File: config.mk
export PLATFORM = sky130hd
export DESIGN_NAME = periodic_callback_timer_table
export DESIGN_NICKNAME = d
export VERILOG_FILES = /design/src/rtl/pcbt_pkg.sv /design/src/rtl/periodic_callback_timer_table.sv /design/src/rtl/pcbt_cell.sv
export SDC_FILE = /design/constraint.sdc
export NUM_CORES = 2
export LEC_CHECK = 0
export BUFFER_PORTS_ARGS = -buffer_cell sky130_fd_sc_hd__buf_4
export CAP_MARGIN = 20
export CORE_AREA = 4 4 333 335
export DETAILED_ROUTE_END_ITERATION = 10
export DIE_AREA = 0 0 337 339
export PLACE_DENSITY = 0.61
export SETUP_SLACK_MARGIN = 0.02
export SYNTH_ARGS = -nofsm -noshare
export SYNTH_HDL_FRONTEND = slang
export SYNTH_SLANG_ARGS = --single-unit
File: constraint.sdc
create_clock -name clk -period 4.94 [get_ports clk]
set_input_delay 0.247 -clock clk [delete_from_list [all_inputs] [get_ports clk]]
set_output_delay 0.247 -clock clk [all_outputs]
set_load 0.01 [all_outputs]
File: src/rtl/pcbt_pkg.sv
// shared types and constants for the periodic callback timer table
// no dependencies; used by pcbt_cell and periodic_callback_timer_table
package pcbt_pkg;

    localparam int NUM_SLOTS_DEF = 16;
    localparam int MAX_REPORTS   = 16;
    localparam int REP_W         = $clog2(MAX_REPORTS + 1);
    localparam int CMD_W         = 2;
    localparam int IVAL_W        = 16;
    localparam int ID_W          = 5;
    localparam int TICK_W        = 32;

    localparam logic [CMD_W-1:0] CMD_REGISTER   = 2'd0;
    localparam logic [CMD_W-1:0] CMD_UNREGISTER = 2'd1;
    localparam logic [CMD_W-1:0] CMD_TICK       = 2'd2;

    localparam logic KIND_REPLY = 1'b0;
    localparam logic KIND_FIRE  = 1'b1;

    // request walking down the cell chain
    typedef struct packed {
        logic              valid;
        logic [CMD_W-1:0]  cmd;
        logic [IVAL_W-1:0] interval;
        logic [ID_W-1:0]   sid;
        logic              claimed;
        logic [ID_W-1:0]   claim_id;
    } token_t;

    typedef struct packed {
        logic            fire;
        logic [ID_W-1:0] id;
    } fire_t;

endpackage

File: src/rtl/periodic_callback_timer_table.sv
// periodic callback timer table: one request walks a chain of NUM_SLOTS slot cells
// register reply and last fire are registered at the output once the request has passed tok0_reg
// and every cell; earlier fires leave as the walk reaches the next due slot, at most one per cycle
// requests: one at a time; s_axis_tready stays low until the request leaves the last cell
// reset: all slots free, tick count zero, output empty; interval and counter stores not cleared
// depends on pcbt_pkg and pcbt_cell
module periodic_callback_timer_table #(
    parameter int NUM_SLOTS = pcbt_pkg::NUM_SLOTS_DEF
) (
    input  logic        clk,
    input  logic        rst_n,
    input  logic        s_axis_tvalid,
    output logic        s_axis_tready,
    input  logic [23:0] s_axis_tdata,  // command[1:0], interval_ticks[17:2], slot_id[22:18]
    output logic        m_axis_tvalid,
    input  logic        m_axis_tready,
    output logic [39:0] m_axis_tdata,  // result_id[4:0], tick_count[36:5]
    output logic        m_axis_tuser,  // reply_kind
    output logic        m_axis_tlast
);
    import pcbt_pkg::*;

    token_t            tok_w [0:NUM_SLOTS];
    fire_t             fires [1:NUM_SLOTS];

    token_t            tok0_reg, tok0_next;
    logic              busy_reg, busy_next;
    logic [TICK_W-1:0] elapsed_reg, elapsed_next;
    logic              pend_valid_reg, pend_valid_next;
    logic [ID_W-1:0]   pend_id_reg, pend_id_next;
    logic [REP_W-1:0]  nrep_reg, nrep_next;
    logic              out_valid_reg, out_valid_next;
    logic              out_kind_reg, out_kind_next;
    logic              out_last_reg, out_last_next;
    logic [ID_W-1:0]   out_id_reg, out_id_next;
    logic [TICK_W-1:0] out_tick_reg, out_tick_next;

    logic              advance;
    logic              accept;
    logic              fire_any;
    logic [ID_W-1:0]   fire_id;
    token_t            tok_end;

    assign advance       = !out_valid_reg || m_axis_tready;
    assign accept        = s_axis_tvalid && !busy_reg;
    assign s_axis_tready = !busy_reg;
    assign tok_w[0]      = tok0_reg;
    assign tok_end       = tok_w[NUM_SLOTS];

    for (genvar g = 1; g <= NUM_SLOTS; g++)
    begin : g_cell
        pcbt_cell #(
            .ID (g)
        ) u_cell (
            .clk     (clk),
            .rst_n   (rst_n),
            .advance (advance),
            .tok_in  (tok_w[g-1]),
            .tok_out (tok_w[g]),
            .fire    (fires[g])
        );
    end

    // only the cell holding the request can fire
    always_comb
    begin
        fire_any = 1'b0;
        fire_id  = '0;
        for (int i = 1; i <= NUM_SLOTS; i++)
        begin
            fire_any = fire_any | fires[i].fire;
            fire_id  = fire_id | fires[i].id;
        end
    end

    always_comb
    begin
        tok0_next       = tok0_reg;
        busy_next       = busy_reg;
        elapsed_next    = elapsed_reg;
        pend_valid_next = pend_valid_reg;
        pend_id_next    = pend_id_reg;
        nrep_next       = nrep_reg;
        out_valid_next  = out_valid_reg && !m_axis_tready;
        out_kind_next   = out_kind_reg;
        out_last_next   = out_last_reg;
        out_id_next     = out_id_reg;
        out_tick_next   = out_tick_reg;

        if (accept)
        begin
            tok0_next.valid    = 1'b1;
            tok0_next.cmd      = s_axis_tdata[1:0];
            tok0_next.interval = s_axis_tdata[17:2];
            tok0_next.sid      = s_axis_tdata[22:18];
            tok0_next.claimed  = 1'b0;
            tok0_next.claim_id = '0;
            busy_next          = 1'b1;
            nrep_next          = '0;
            pend_valid_next    = 1'b0;
            if (s_axis_tdata[1:0] == CMD_TICK)
                elapsed_next = elapsed_reg + TICK_W'(1);
        end
        else if (advance)
            tok0_next.valid = 1'b0;

        if (advance && fire_any && nrep_reg < REP_W'(MAX_REPORTS))
        begin
            nrep_next       = nrep_reg + REP_W'(1);
            pend_valid_next = 1'b1;
            pend_id_next    = fire_id;
            if (pend_valid_reg)
            begin
                out_valid_next = 1'b1;
                out_kind_next  = KIND_FIRE;
                out_last_next  = 1'b0;
                out_id_next    = pend_id_reg;
                out_tick_next  = elapsed_reg;
            end
        end

        if (advance && tok_end.valid)
        begin
            busy_next = 1'b0;
            if (tok_end.cmd == CMD_REGISTER)
            begin
                out_valid_next = 1'b1;
                out_kind_next  = KIND_REPLY;
                out_last_next  = 1'b1;
                out_id_next    = tok_end.claimed ? tok_end.claim_id : '0;
                out_tick_next  = '0;
            end
            else if (tok_end.cmd == CMD_TICK && pend_valid_reg)
            begin
                out_valid_next  = 1'b1;
                out_kind_next   = KIND_FIRE;
                out_last_next   = 1'b1;
                out_id_next     = pend_id_reg;
                out_tick_next   = elapsed_reg;
                pend_valid_next = 1'b0;
            end
        end
    end

    always_ff @(posedge clk or negedge rst_n)
    begin
        if (!rst_n)
        begin
            tok0_reg       <= '0;
            busy_reg       <= 1'b0;
            elapsed_reg    <= '0;
            pend_valid_reg <= 1'b0;
            nrep_reg       <= '0;
            out_valid_reg  <= 1'b0;
        end
        else
        begin
            tok0_reg       <= tok0_next;
            busy_reg       <= busy_next;
            elapsed_reg    <= elapsed_next;
            pend_valid_reg <= pend_valid_next;
            nrep_reg       <= nrep_next;
            out_valid_reg  <= out_valid_next;
        end
    end

    always_ff @(posedge clk)
    begin
        pend_id_reg  <= pend_id_next;
        out_kind_reg <= out_kind_next;
        out_last_reg <= out_last_next;
        out_id_reg   <= out_id_next;
        out_tick_reg <= out_tick_next;
    end

    assign m_axis_tvalid = out_valid_reg;
    assign m_axis_tdata  = {3'b000, out_tick_reg, out_id_reg};
    assign m_axis_tuser  = out_kind_reg;
    assign m_axis_tlast  = out_last_reg;

endmodule

File: src/rtl/pcbt_cell.sv
// one timer slot: active flag, interval and down counter
// depends on pcbt_pkg; passes the request on to the next cell each step
module pcbt_cell #(
    parameter int ID = 1
) (
    input  logic            clk,
    input  logic            rst_n,
    input  logic            advance,
    input  pcbt_pkg::token_t tok_in,
    output pcbt_pkg::token_t tok_out,
    output pcbt_pkg::fire_t  fire
);
    import pcbt_pkg::*;

    localparam logic [ID_W-1:0] MY_ID = ID_W'(ID);

    logic              active_reg, active_next;
    logic [IVAL_W-1:0] interval_reg, interval_next;
    logic [IVAL_W-1:0] counter_reg, counter_next;
    logic [IVAL_W-1:0] dec;
    token_t            tok_reg, tok_next;

    always_comb
    begin
        active_next   = active_reg;
        interval_next = interval_reg;
        counter_next  = counter_reg;
        tok_next      = tok_in;
        fire          = '0;
        dec           = counter_reg - IVAL_W'(1);
        if (tok_in.valid)
        begin
            case (tok_in.cmd)
                CMD_REGISTER:
                begin
                    if (!tok_in.claimed && !active_reg)
                    begin
                        active_next       = 1'b1;
                        interval_next     = tok_in.interval;
                        counter_next      = tok_in.interval;
                        tok_next.claimed  = 1'b1;
                        tok_next.claim_id = MY_ID;
                    end
                end
                CMD_UNREGISTER:
                begin
                    if (32'(tok_in.sid) == ID)
                        active_next = 1'b0;
                end
                CMD_TICK:
                begin
                    if (active_reg && interval_reg != '0)
                    begin
                        if (dec == '0)
                        begin
                            counter_next = interval_reg;
                            fire.fire    = 1'b1;
                            fire.id      = MY_ID;
                        end
                        else
                            counter_next = dec;
                    end
                end
                default: ;
            endcase
        end
    end

    always_ff @(posedge clk or negedge rst_n)
    begin
        if (!rst_n)
        begin
            active_reg <= 1'b0;
            tok_reg    <= '0;
        end
        else if (advance)
        begin
            active_reg <= active_next;
            tok_reg    <= tok_next;
        end
    end

    always_ff @(posedge clk)
    begin
        if (advance)
        begin
            interval_reg <= interval_next;
            counter_reg  <= counter_next;
        end
    end

    assign tok_out = tok_reg;

endmodule
==> results by group <==
Global route
  – All-Layer GR Usage: 0.198
  – Initial antenna violation count: 0
  – Vias in the first global route: approximately 34000
  – Gr ovfl total: 0
  – First-pass GRT wire length: around 190000 microns
  – Largest net degree at the start of global routing: about 190

STA
  – Final setup viols: 0
  – Fin crit period: roughly 4.2 ns
  – Final Hold Vio Count: 0
  – Setup Skew: ~0.027 ns
  – Max Clock Freq: 240 MHz
  – Final period util: 0.842
  – Max_slew headroom: 0.300
  – TNS Setup: 0 ns
  – Slew of the pin with the lowest slew margin: 1.05 ns
  – Max-slew violations: 0
  – Unrepaired setup endpoints after global routing: no
  – WHS: around 0.086 ns

Floorplanning
  – Die height: roughly 340 microns
  – Core area: between 100000 and 150000 sq um
  – Standard-cell rows: 121
  – Initial Util: 0.448
  – Die Wd: roughly 340 microns
  – Die area: around 110000 sq um
  – Top Ports: a little over 70

Final layout
  – Most frequent cells in the layout: nand2_1, edfxtp_1, dfrtp_1
  – Fin nets: approximately 5000
  – Sequential Area: slightly below 30000 sq um
  – FILL cells: 9913
  – Most common cell after layout, fill and taps aside: nand2_1
  – Layout cell share with drive strength beyond 1: 0.0770
  – Area growth from synthesis to layout: 13.3%
  – Max FFs per register: between 400 and 500
  – Multi-input combinational cell area: about 18000 sq um

Drt
  – Post-Route M1 WL: about 55000 microns
  – Via density: 5.41
  – DRC Markers: 0
  – DR vias: between 30000 and 40000
  – Met3 WL post-DR: around 5500 microns
  – Top Metal Used: met4
  – Initial DRT Pass Iterations: 5
  – Wire length on met2: between 50000 and 60000 microns
  – Routed Wire Length: 114000 microns
  – WL/cell: 17.6 microns
  – Post-DRT Antenna Nets: 0
  – First DRT Iteration DRCs: between 3000 and 4000

Synthesis
  – EDFF count, synth: 517
  – Fraction of registers with async set/reset: 0.479
  – Count of unique library cells instantiated by Yosys: a little over 80
  – Synth warn: 0
  – Mapped Area: between 40000 and 50000 sq um
  – Prevailing post-synth register cell: edfxtp_1
  – Sequential fraction of the synthesis area: 0.602
  – Post-synthesis area per instance: 9.87 sq um
  – Post-Synthesis Cells: between 4000 and 5000
  – FF+latch count, synth: approximately 1100

Clock network
  – H-tree levels: 3
  – CTS tree: yes
  – CTS Buf Count: 110
  – Post-CTS Setup Bufs: 0
  – CTS sink cnt: approximately 1100
  – Clk slew on worst S/H paths: ~0.06 ns
  – Clock buffer depth: 3
  – CTS root buf: clkbuf_16
  – Clock insertion delay at the later pin of the skew report: 0.70 ns
  – Post_cts resized: 0

Power and ir drop
  – Worst VDD drop: 0.000296 V
  – Sequential group share of total power: 0.525
  – Net Sw Frac: 0.275
  – Internal Pwr Total: 16.8 mW
  – Leakage: between 20 and 25 nW
  – Clock power share: 0.372
  – Power Density: between 400 and 500 nW/um^2
  – Net Switching: between 6 and 7 mW
  – Logic pwr share: 0.103

Hold path
  – Worst hold path class: primary input to async pin

Critical path
  – Crit Path Max Fanout: 33
  – Startpoint types: flop
  – CP required: 5.51 ns
  – Worst Path Arrival: 4.73 ns
  – Crit. End Element: flop
  – Setup CP Type: flop to flop

Placed design
  – Port buffer count: between 60 and 70
  – Dpl hpwl: approximately 79000 microns
  – Routability cong.: 0.835

Run
  – Max Cap Violations: 0

Run status
  – Status: completed
## worst paths after layout
kind | slack, ns | endpoint | from | cells past startpoint
max | 0.78 | out_tick_reg[12] | g_cell[15].u_cell.counter_reg[0] | 14
min | 0.09 | elapsed_reg[29] | rst_n | 2
max reg2reg | 0.78 | out_tick_reg[12] | g_cell[15].u_cell.counter_reg[0] | 14
min reg2reg | 0.47 | g_cell[2].u_cell.tok_out[0] | g_cell[2].u_cell.tok_out[0] | 2
max in group asynchronous | 3.58 | g_cell[2].u_cell.tok_out[19] | rst_n | 3
min in group clk | 0.30 | tok0_reg[22] | s_axis_tdata[13] | 4
## per-layer routing
metal / up-vias / GRT usage
li1: 17200 / -
met1: 16900 / 0.294
met2: 808 / 0.312
met3: 154 / 0.0241
met4: 0 / 0.0502
met5: - / 0
## metrics by stage
step / area (sq um) / total power, mW / cells / util / setup WS (ns)
floorplan: 48400 / 13.5 / 4905 / - / 1.25
global route: 54800 / 24.4 / 6489 / 0.507 / 0.473
detailed placement: 50700 / 14.7 / 6250 / 0.469 / 0.836
finish: 54800 / 23.2 / 6490 / 0.507 / 0.780
global placement: 50700 / 14.6 / 6250 / 0.469 / 0.886
CTS: 54700 / 23.4 / 6485 / 0.506 / 0.775
## cells by family (layout without fill, tap and decap cells)
group | Yosys count | after routing | synth area share
AND/OR/NAND/NOR | 2501 | 2501 | 0.229
flip-flops | 1068 | 1068 | 0.602
AO/OA/AOI/OAI | 748 | 748 | 0.0904
buffers and inverters | 302 | 472 | 0.0240
XOR/XNOR | 228 | 228 | 0.0413
adder cells (fa/ha/maj) | 34 | 34 | 0.00879
multiplexers | 21 | 21 | 0.00445
other | 1 | 4 | 0.0000775
## Yosys cell counts (7+ instances only)
cell type	number	share of area
a211oi_1	10	0.0016
nand2b_1	32	0.0041
nand4_1	41	0.0053
nand3b_1	16	0.0025
a22o_1	34	0.0062
or3_1	27	0.0035
buf_1	13	0.0010
nor3b_1	17	0.0026
nor4_1	137	0.018
nor2b_1	18	0.0023
nor4b_1	24	0.0043
a41oi_1	15	0.0027
o31ai_1	16	0.0025
o21a_1	7	0.0011
ha_1	34	0.0088
inv_1	83	0.0064
clkbuf_1	194	0.015
o21ai_0	256	0.026
or2_2	11	0.0014
and3_1	21	0.0027
a31oi_1	33	0.0043
o211ai_1	8	0.0012
a21oi_1	270	0.028
xor2_1	126	0.023
xnor2_1	102	0.018
nor2_1	242	0.019
nor3_1	102	0.011
nand2_1	1636	0.13
dfrtp_1	512	0.26
nand4b_1	23	0.0042
dfxtp_1	39	0.016
or4_1	26	0.0040
o32ai_1	8	0.0014
mux2i_1	17	0.0035
a21boi_0	18	0.0028
o21ai_1	19	0.0020
nand3_1	73	0.0075
a21o_1	7	0.0011
edfxtp_1	517	0.32
and2_1	7	0.00090
## critical path, cell delays in order (launching register included)
cell and delay [ns]:
edfxtp_1 0.45, inv_1 0.10, ha_1 0.18, nor3b_2 0.49
nand4_1 0.22, or3b_2 0.49, o311ai_0 0.18, nor4bb_2 0.57
buf_4 0.25, a2111oi_2 0.07, a41oi_2 0.23, buf_12 0.19
o22ai_2 0.08, buf_4 0.28, a22o_1 0.23
## repair_timing
| item | 4_1_cts | 5_1_grt |
|---|---|---|
| setup endpoints to repair | 0 | 0 |
| hold buffers | 26 | 0 |
| endpoints found under the hold margin | 100 | 0 |
## power by group through the flow
stage | logic, mW | clock network [mW] | registers, mW
3_3_place_gp | 2.26 | 0 | 12.3
2_1_floorplan | 1.87 | 0 | 11.7
6_report | 2.39 | 8.62 | 12.2
3_5_place_dp | 2.37 | 0 | 12.4
4_1_cts | 2.39 | 8.80 | 12.2
5_1_grt | 2.83 | 9.17 | 12.4
## layout make-up
type,count,share of cell area
Sequential cell,1068,0.531
Multi-Input combinational cell,3535,0.333
Clock buffer,139,0.0544
Tap cell,1414,0.0323
Timing Repair Buffer,180,0.0286
Clock inverter,70,0.0145
Inverter,83,0.00568
Antenna cell,1,0.0000456
Power figures use the tool's default switching activity.
